[src/sv/fse_pkg.sv]
// ============================================================================
// fse_pkg
// Shared constants and types of the flow statistics extractor.
// ============================================================================
package fse_pkg;

    localparam int MaxPackets = 1048576;
    localparam int FirstCount = 5;
    localparam int CntW       = 21;
    localparam logic [23:0] GapClamp  = 24'hFFFFFF;
    localparam logic [63:0] SizeDevMax = 64'd16777215;
    localparam logic [63:0] GapDevMax  = 64'd2147483647;

    // datapath commands
    typedef struct packed {
        logic       accum;      // add one packet sample
        logic       load;       // latch finish totals for the jobs
        logic [2:0] job;        // which job to start
        logic       start;      // start divider/root on job
        logic       store;      // store job result
        logic       clear;      // clear flow state
    } t_cmd;

    typedef struct packed {
        logic busy;             // divide/root unit working
    } t_sts;

    localparam logic [2:0] JobMeanSize = 3'd0;
    localparam logic [2:0] JobDevSize  = 3'd1;
    localparam logic [2:0] JobMeanGap  = 3'd2;
    localparam logic [2:0] JobDevGap   = 3'd3;
    localparam logic [2:0] JobRatio    = 3'd4;

endpackage

[src/sv/fse_ctrl.sv]
// ============================================================================
// fse_ctrl
// Sequencer: accumulates packet requests, walks the finish jobs.
// ============================================================================
module fse_ctrl
    import fse_pkg::*;
(
    input  logic i_clk,
    input  logic i_rst_n,
    input  logic i_valid,
    output logic o_ready,
    input  logic i_req_type,
    output logic o_valid,
    input  logic i_ready,
    input  t_sts i_sts,
    output t_cmd o_cmd
);
    localparam logic [1:0] S_IDLE = 2'd0;
    localparam logic [1:0] S_RUN  = 2'd1;
    localparam logic [1:0] S_WAIT = 2'd2;
    localparam logic [1:0] S_OUT  = 2'd3;

    logic [1:0] r_state, n_state;
    logic [2:0] r_job, n_job;
    logic       r_go, n_go;

    assign o_ready = (r_state == S_IDLE);
    assign o_valid = (r_state == S_OUT);

    always_comb begin
        n_state = r_state;
        n_job   = r_job;
        n_go    = 1'b0;
        o_cmd   = '0;
        o_cmd.job = r_job;
        unique case (r_state)
            S_IDLE: begin
                if (i_valid) begin
                    if (i_req_type) begin
                        o_cmd.load = 1'b1;
                        n_job   = JobMeanSize;
                        n_go    = 1'b1;
                        n_state = S_RUN;
                    end else begin
                        o_cmd.accum = 1'b1;
                    end
                end
            end
            S_RUN: begin
                o_cmd.start = r_go;
                n_state = S_WAIT;
            end
            S_WAIT: begin
                if (!i_sts.busy) begin
                    o_cmd.store = 1'b1;
                    if (r_job == JobRatio) begin
                        n_state = S_OUT;
                    end else begin
                        n_job   = r_job + 3'd1;
                        n_go    = 1'b1;
                        n_state = S_RUN;
                    end
                end
            end
            S_OUT: begin
                if (i_ready) begin
                    o_cmd.clear = 1'b1;
                    n_state = S_IDLE;
                end
            end
            default: n_state = S_IDLE;
        endcase
    end

    always_ff @(posedge i_clk) begin
        if (!i_rst_n) begin
            r_state <= S_IDLE;
            r_job   <= JobMeanSize;
            r_go    <= 1'b0;
        end else begin
            r_state <= n_state;
            r_job   <= n_job;
            r_go    <= n_go;
        end
    end
endmodule

[config.mk]
export PLATFORM = sky130hd
export DESIGN_NAME = fse_ctrl
export DESIGN_NICKNAME = d
export VERILOG_FILES = /design/src/sv/fse_pkg.sv /design/src/sv/fse_ctrl.sv
export SDC_FILE = /design/constraint.sdc
export NUM_CORES = 1
export LEC_CHECK = 0
export BUFFER_PORTS_ARGS = -buffer_cell sky130_fd_sc_hd__clkbuf_2
export CORE_AREA = 2 2 39 41
export CTS_BUF_LIST = sky130_fd_sc_hd__clkbuf_4 sky130_fd_sc_hd__clkbuf_8
export DETAILED_ROUTE_END_ITERATION = 10
export DIE_AREA = 0 0 41 43
export GPL_ROUTABILITY_DRIVEN = 0
export SLEW_MARGIN = 20
export SYNTH_ARGS = -nofsm -noshare
export SYNTH_HDL_FRONTEND = slang
export SYNTH_SLANG_ARGS = --single-unit
[constraint.sdc]
create_clock -name i_clk -period 1.75 [get_ports i_clk]
set_clock_uncertainty 0.2 [all_clocks]
set_input_delay 0 -clock i_clk [delete_from_list [all_inputs] [get_ports i_clk]]
set_output_delay 0 -clock i_clk [all_outputs]
set_load 0.1 [all_outputs]
Word-level counts from Yosys, hierarchy flattened
Index checks and enable logic that the tools add are counted.

$add $sub $neg: 1. Muxes and demuxes: 24. Reductions and logical operators: 4. Equality and inequality tests: 9.

Operators with widths (number): two-way mux 2 bit (7); two-way mux 3 bit (4); two-way mux 1 bit (10); one-hot mux 2 bit (4 select lines) (1); inequality test 2 bit, second input constant (3); one-hot mux 3 bit (2 select lines) (1); AND reduction 5 bit (1); equality test 2 bit, second input constant (2); inequality test 2 x 1 -> 1 bit, second input constant (2); AND reduction 4 bit (1); adder 3 x 1 -> 3 bit, second input constant (1); equality test 3 bit, second input constant (1); equality test 2 x 1 -> 1 bit, second input constant (1); logical NOT 2 bit (1); one-hot mux 1 bit (2 select lines) (1); nonzero test 2 bit (1).

Logic and storage cells: 41. Output and inout bits: 10. Register bits after elaboration: 6.

Logic depth before layout (Yosys ltp)
Depth after elaboration: 4. Mapped depth: 5. Gate-level depth less buffers: 5.

Least setup slack after synthesis
Ideal clock, no wire load.

Path kind: flip-flop to output port. Start: register r_state[1]. End: output port o_cmd[7] in the netlist's numbering. Arrival: 3151 ps. Buffers on the path: 1. Setup slack: -1601 ps. Data required time: 1550 ps. Stages on the path, launching flop included: 5. Cell sequence: dfxtp_1 buf_2 nor2_1 nand2_1 nor2_1.

RTL lines: from (decl) (line fse_ctrl.sv:23) `logic [1:0] r_state, n_state;`; from (signal assigned) (line fse_ctrl.sv:81) `r_state <= n_state;`; to (decl) (line fse_ctrl.sv:16) `output t_cmd o_cmd`.

==> flow_summary.toml <==
[timing]
slew_headroom_pct = 64.0
grt_setup_unrepaired = "no"
worst_slew_pin_slew_ns = 0.542
setup_viol = 0
setup_ws_ns = 0.211
hold_violations = 1
fmax_mhz = 650
min_period_ns = 1.54
slew_viol_final = 0
post-route-period-util_pct = 87.9
hold_ws_ns = -0.000821

[layout]
stdcell_area_sq_um = 584
final_util_pct = 42.2
mostFrequentLayoutCell = "clkbuf_2"
antennaDiodeCount = 0
area_delta_synth_final_pct = 47.8
final_cell_mix = "clkbuf_2, nand2_1, buf_4, a21oi_1, clkbuf_4"
layout-drive-gt1-share_pct = 48.5
nets = 75

[pwr]
power_density_mw_per_mm2 = 725
irDropWorstVdd_mv = 0.533
leakage_nw = 0.268
finalPower_w = 0.000424

[global_routing]
track_usage_pct = 11.7
grt_pass1_vias = 314
grt_first_pass_wirelength_microns = 1260
grt_max_degree = 11
grt_antenna_before_repair = 0
globalRouteOverflowTotal = 0

[cts]
root_buffer = "clkbuf_4"
cts_buffer_depth = 2
cts_sinks = 6
worst_skew_pair.late_latency_ns = 0.26
cts_tree = "done"
numCtsBuffers = 3
post_cts_buffers = 0
htree_levels = 1
path_clk_slew_ns = 0.05

[yosys]
ys_ff_latch = 6
syn_nets = 55
ys_seq_area_share_pct = 30.4
ys.warnings.count = 0
netlist_instances = 47
synthDistinctLibCells = 23
avgSynthCellArea_sq_um = 8.41
synth.cell_area_sq_um = 395

[outcome]
outcome = "complete, but fails checks"
failed_checks = "negative hold slack"

[floorplan]
core-area_sq_mm = 0.00138
io_pins = 16
die-area_sq_mm = 0.00176
row_count = 14
die_w_microns = 41
initial_core_util_pct = 28.6
die_h_microns = 43

[route]
drt_iter0_drc = 0
drc = 0
drtPass1Iterations = 1
postRouteAntennaNets = 0
via_per_inst = 4.35
drt-total-wl_microns = 862
vias = 357
wl_per_cell_microns = 10.5

[placed_design]
dp_hpwl_microns = 623
io_buffer_count = 15
place_area_sq_um = 524
pre_cts_ws_ns = 0.267

[setup_path]
arrival_ns = 1.34
path_cells = "and3_2 -> buf_4"
critPathMaxStageDelay_ns = 0.55
critical_path_required_ns = 1.55
cp_max_fo = 10
crit_slowest_cell = "dfxtp_1"
start_kind = "register"
worstSetupPathType = "reg2out"
end_kind = "primary output"

[job]
cap_viol_max_count = 0

[min_path]
hold_class = "in2reg"
[worst paths after layout]
check | from | endpoint | slack (ns) | depth (start not counted)
max | r_state[0]$_SDFFE_PN0P_ | o_cmd[0] | 0.21 | 2
min | i_valid | r_job[0]$_SDFFE_PN0P_ | -0.0008 | 4
max reg2reg | r_job[0]$_SDFFE_PN0P_ | r_job[2]$_SDFFE_PN0P_ | 0.28 | 5
min reg2reg | r_job[1]$_SDFFE_PN0P_ | r_job[1]$_SDFFE_PN0P_ | 0.30 | 2
[flip-flops by register name, indices dropped and copies added, names as in the netlist]
signal / flops
r_go: 1
r_job: 3
r_state: 2
[power breakdown]
part / switching, W / leakage (nW) / total [W] / internal (W)
sequential: 0.00000847 / 0.0506 / 0.000149 / 0.000140
combinational: 0.0000777 / 0.199 / 0.000114 / 0.0000364
clock: 0.0000584 / 0.0184 / 0.000161 / 0.000102
total: 0.000145 / 0.268 / 0.000424 / 0.000279
[per-stage QoR]
step | setup TNS [ns] | instances
after floorplan | -0.0864 | 47
after global placement | 0 | 75
after detailed placement | 0 | 75
after CTS | 0 | 82
after global routing | 0 | 82
final | 0 | 82
[repair_timing]
item,CTS,global route
hold buffers,3,0
gates resized for setup,0,0
endpoints found under the hold margin,6,0
[Yosys cell counts (all sizes together)]
master	instances	area [sq um]
nor2	4	15.0
nand2b	1	6.26
and3	2	13.8
dfxtp	6	120
buf	3	20.0
nor2b	1	6.26
o2bb2ai	2	17.5
and2b	1	8.76
nor3b	2	20.0
and2	2	13.8
a21oi	4	20.0
nand2	7	26.3
inv	4	15.0
nand4bb	1	27.5
nand3	2	10.0
ha	2	25.0
mux2i	3	30.0
[area by class of cell]
class / instances / area [sq um]
tap: 16 / 20.0
fill: 143 / 800
timing repair buffer: 18 / 133
inverter: 4 / 15.0
clock buffer: 4 / 30.0
sequential: 6 / 126
multi-input combinational: 34 / 260
[worst max-delay path, delay by kind of cell, from the launching register on]
kind          cells  cell delay (ns)
buf+inv           1             0.28
flops             1             0.55
simple gates      1             0.25
[logic make-up after synthesis]
family	synth area share (%)
adders and majority gates	6.33
DFF	30.4
muxes	7.60
and+or+nand+nor	37.3
buffers and inverters	8.86
AOI/OAI and AO/OA	9.49
[metal layers]
layer,global-route usage [%],routed length (microns),vias up
li1,-,-,193
met1,14.2,419,147
met2,13.1,321,13
met3,3.14,63,4
met4,16.0,57,0
met5,0,0,-
Note: power is estimated with default switching activity, not from simulation.
